==> src/design/ikht_pkg.sv <==
// Package for the integer key hash table: widths, reset constants, command codes,
// and the 64-bit key mix function. It has no dependencies.
package ikht_pkg;

  localparam int KeyW = 64;
  localparam int ValW = 64;
  localparam int CfgW = 11;
  localparam int HashW = 32;
  localparam int DefMaxBuckets = 1024;
  localparam int DefWays = 4;
  localparam logic [CfgW-1:0] BucketCountReset = 11'd1024;

  localparam logic CmdInsert = 1'b0;
  localparam logic CmdLookup = 1'b1;

  // Shift-add-xor mix of the key, cut to its low 32 bits
  function automatic logic [HashW-1:0] mix_key(input logic [KeyW-1:0] k);
    logic [KeyW-1:0] h;
    h = k;
    h = h + ~(h << 15);
    h = h ^ (h >> 10);
    h = h + (h << 3);
    h = h ^ (h >> 6);
    h = h + ~(h << 11);
    h = h ^ (h >> 16);
    return h[HashW-1:0];
  endfunction

endpackage

==> src/design/ikht_mod.sv <==
// Iterative restoring modulo: 32-bit hash mod the bucket count, one bit per cycle.
// Uses ikht_pkg for widths.
module ikht_mod #(
  parameter int BW = 10
) (
  input  logic                           clk,
  input  logic                           rst,
  input  logic                           go,
  input  logic [ikht_pkg::HashW-1:0]     dividend,
  input  logic [BW:0]                    divisor,
  output logic                           done,
  output logic [BW-1:0]                  remainder
);

  localparam int CntW = $clog2(ikht_pkg::HashW + 1);

  logic [ikht_pkg::HashW-1:0] shreg;
  logic [BW+1:0]              rem;
  logic [CntW-1:0]            cnt;
  logic                       active;
  logic [BW+1:0]              trial;

  assign trial = {rem[BW:0], shreg[ikht_pkg::HashW-1]};

  // One quotient bit a cycle, MSB first
  always_ff @(posedge clk) begin
    if (rst) begin
      active <= 1'b0;
      done   <= 1'b0;
      cnt    <= '0;
    end else begin
      done <= 1'b0;
      if (go) begin
        active <= 1'b1;
        cnt    <= CntW'(ikht_pkg::HashW);
      end else if (active) begin
        cnt <= cnt - 1'b1;
        if (cnt == CntW'(1)) begin
          active <= 1'b0;
          done   <= 1'b1;
        end
      end
    end
  end

  always_ff @(posedge clk) begin
    if (go) begin
      shreg <= dividend;
      rem   <= '0;
    end else if (active) begin
      shreg <= shreg << 1;
      if (trial >= {1'b0, divisor}) rem <= trial - {1'b0, divisor};
      else rem <= trial;
    end
  end

  assign remainder = rem[BW-1:0];

endmodule

==> config.mk <==
export PLATFORM = sky130hd
export DESIGN_NAME = ikht_mod
export DESIGN_NICKNAME = d
export VERILOG_FILES = /design/src/design/ikht_pkg.sv /design/src/design/ikht_mod.sv
export SDC_FILE = /design/constraint.sdc
export NUM_CORES = 1
export LEC_CHECK = 0
export BUFFER_PORTS_ARGS = -buffer_cell sky130_fd_sc_hd__buf_4
export CORE_ASPECT_RATIO = 1.4
export CORE_MARGIN = 2
export CORE_UTILIZATION = 55
export CTS_CLUSTER_SIZE = 14
export DETAILED_ROUTE_END_ITERATION = 10
export GPL_ROUTABILITY_DRIVEN = 1
export PLACE_DENSITY = 0.82
export SYNTH_ARGS = -nofsm -noshare
export SYNTH_HDL_FRONTEND = slang
export SYNTH_SLANG_ARGS = --single-unit
==> constraint.sdc <==
create_clock -name clk -period 2.7 [get_ports clk]
set_input_delay 0.135 -clock clk [delete_from_list [all_inputs] [get_ports clk]]
set_output_delay 0.135 -clock clk [all_outputs]
set_load 0.02 [all_outputs]
==> impl_metrics.csv <==
group,metric,value,unit
synth,ys_async_sr_fraction,0,%
pwr,internal_power,1.36,mW
clocking,cts_root_buf,"clkbuf_8",
global_routing,grt_pass1_vias,2097,
clocking,cts.sinks,51,
floorplan,coreArea,4880,um^2
worst_setup_path,required,2900,ps
cells_and_area,area_growth,19.7,%
floorplan,dieWidth,64.1,um
global_routing,grt-ovfl-total,0,
clocking,cts_hold_buf,1,
placement,place_congestion,0.915,
pwr,p_comb_share,16.2,%
pwr,leakagePower,1.41,nW
cells_and_area,nets,364,
worst_setup_path,critPathKind,"reg2reg",
sta,fmax,394,MHz
run,maxCapViolCount,0,
synth,avgSynthCellArea,11.0,um^2
cells_and_area,final_common_cell,"buf_4",
floorplan,die_height,88.2,um
synth,syn_area,2780,um^2
pwr,clkPwrFrac,31.9,%
worst_setup_path,crit_slowest_cell,"fa_1",
detailed_routing,first_pass_iters,6,
detailed_routing,drc_errors,0,
placement,hpwl,4.20,mm
sta,hold_violations,0,
floorplan,pin_count,57,
worst_setup_path,cp_max_fo,9,
run_status,status,"completed",
hold_path,min_path_type,"in2reg",
global_routing,grt_use_total,21.4,%
cells_and_area,antenna_cells,0,
cells_and_area,drive_gt1_share,35.1,%
detailed_routing,routed_wl,5.67,mm
worst_setup_path,cp.arrival,2740,ps
clocking,clock_latency,300,ps
synth,synth_cells,254,
sta,maxSlewViolCount,0,
sta,fin_crit_sh,94.0,%
detailed_routing,vias_per_cell,5.61,
pwr,power.density,539,nW/um^2
pwr,ir_drop,0.454,mV
clocking,htreeDepth,2,
detailed_routing,wire_per_inst,15.4,um
synth,synth_warnings,0,
floorplan,die_area,5650,um^2
pwr,p_sw_share,24.3,%
floorplan,start_util,57.0,%
detailed_routing,drtIter0Drc,111,
worst_setup_path,crit_chain,"inv_1, ha_1, fa_1, nand2b_2, o2bb2ai_2, a211o_1, nand2_2, mux2_2, a22o_1",
clocking,clockBufferDepth,2,
synth,synth_cell_types,46,
sta,rsz0062_at_grt,"false",
sta,finalCriticalPeriod,2540,ps
placement,io_buffers,56,
worst_setup_path,end_kind,"flip-flop",
worst_setup_path,start_kind,"flip-flop",
synth,synth_top_flop_cell,"edfxtp_1",
clocking,cts_setup_buffers,0,
sta,fin_tns_setup,0,ps
sta,final.setup_skew,5.72,ps
synth,synth-edff-count,32,
clocking,clkSlewWorstSetupHoldPaths,100,ps
synth,synth_fp_nets,314,
sta,relSlewSlack,51.2,%
cells_and_area,layout_common_cells,"buf_4, mux2_2, edfxtp_1",
pwr,p_seq_share,51.9,%
sta,hold_ws,118,ps
sta,tightest_slew,729,ps
cells_and_area,multiInputGateArea,1280,um^2
clocking,cts_tree,"yes",
clocking,numCtsBuffers,5,
cells_and_area,regArea,1340,um^2
worst_setup_path,slowest_delay,390,ps
floorplan,core.rowCount,30,
cells_and_area,n_fill_cell,415,
synth,synth_seq_cells,51,
synth,ys_seq_area_share,48.2,%
detailed_routing,vias,2071,
sta,setup_viol,0,
detailed_routing,ant_nets,0,
clocking,post_cts_resized,0,
global_routing,grt_max_degree,41,
global_routing,grt_pass1_wl,9.23,mm
pwr,p_sw,0.437,mW
global_routing,antenna_found_initial,0,
==> cell families (layout without fill, tap and decap cells) <==
kind of cell,count (synthesis),count (layout),synth area share [%]
flops,51,51,48.2
buf+inv,34,85,5.93
compound gates,50,50,12.1
mux,33,33,13.4
fa+ha+maj,14,14,6.56
xor+xnor,8,8,2.52
simple gates,64,64,11.3
==> Yosys cell counts, drive strengths merged, types with 2 or more instances <==
cell    number  area (um^2)
a211oi       4         35.0
a21oi       14         70.1
a22o         3         26.3
and2         2         15.0
buf         12         82.6
clkbuf       4         15.0
dfxtp       19          380
edfxtp      32          961
ha          13          163
inv         18         67.6
mux2        33          372
nand2       18         70.1
nand2b       5         33.8
nand4        2         12.5
nor2        19         71.3
nor2b        2         12.5
nor3         7         40.0
o211ai       2         15.0
o21a         3         22.5
o21ai       13         65.1
o221ai       2         17.5
or3          3         18.8
xnor2        3         26.3
xor2         5         43.8
==> path summary, 6_finish.rpt <==
path / from / endpoint / slack (ps) / cells past startpoint
worst min register to register: cnt[1] / cnt[1] / 500 / 2
worst max register to register: shreg[31] / rem[3] / 160 / 9
worst max-delay path: shreg[31] / rem[3] / 160 / 9
worst min-delay path: dividend[0] / shreg[0] / 120 / 2
==> per-layer routing <==
layer  share of wire [%]  wire (um)  track usage (%)  vias to the layer above
li1                    -          -                -                     1012
met1                  39       2200             24.0                      964
met2                  52       2940             38.0                       83
met3                 6.2        354             4.24                       12
met4                 3.0        170             11.6                        0
met5                   0          0                0                        -
==> power groups by stage <==
stage | logic (mW) | clock network [mW] | registers [mW]
after floorplan | 0.197 | 0 | 0.938
after global placement | 0.280 | 0 | 0.948
after detailed placement | 0.288 | 0 | 0.949
after CTS | 0.290 | 0.578 | 0.933
after global routing | 0.318 | 0.614 | 0.939
final | 0.290 | 0.574 | 0.932
==> critical path, delay by kind of cell (launching register included) <==
family                   cells  cell delay [ps]
adder cells (fa/ha/maj)      2              590
flip-flops                   1              360
AO/OA/AOI/OAI                3              690
multiplexers                 1              360
buffers and inverters        1               40
AND/OR/NAND/NOR              2              400
==> area by class of cell <==
type,count,area share [%]
clock buffer,6,2.48
clock inverter,2,1.16
inverter,18,2.03
multi-input combinational,169,38.3
sequential,51,40.3
tap,64,2.40
timing repair buffer,59,13.4
==> metrics by stage <==
step	util [%]	setup slack, ps	cells	power, mW	area, um^2
6_report	68.3	162	369	1.80	3330
5_1_grt	68.3	38.7	369	1.87	3330
4_1_cts	68.3	173	369	1.80	3330
3_5_place_dp	65.6	171	360	1.24	3200
3_3_place_gp	65.6	219	360	1.23	3200
2_1_floorplan	-	327	254	1.13	2780
==> registers in the layout, indices dropped and copies added, names as in the netlist <==
| register | flops |
|---|---|
| shreg | 32 |
| rem | 11 |
| cnt | 6 |
| active | 1 |
| done | 1 |
Power figures use the tool's default switching activity.
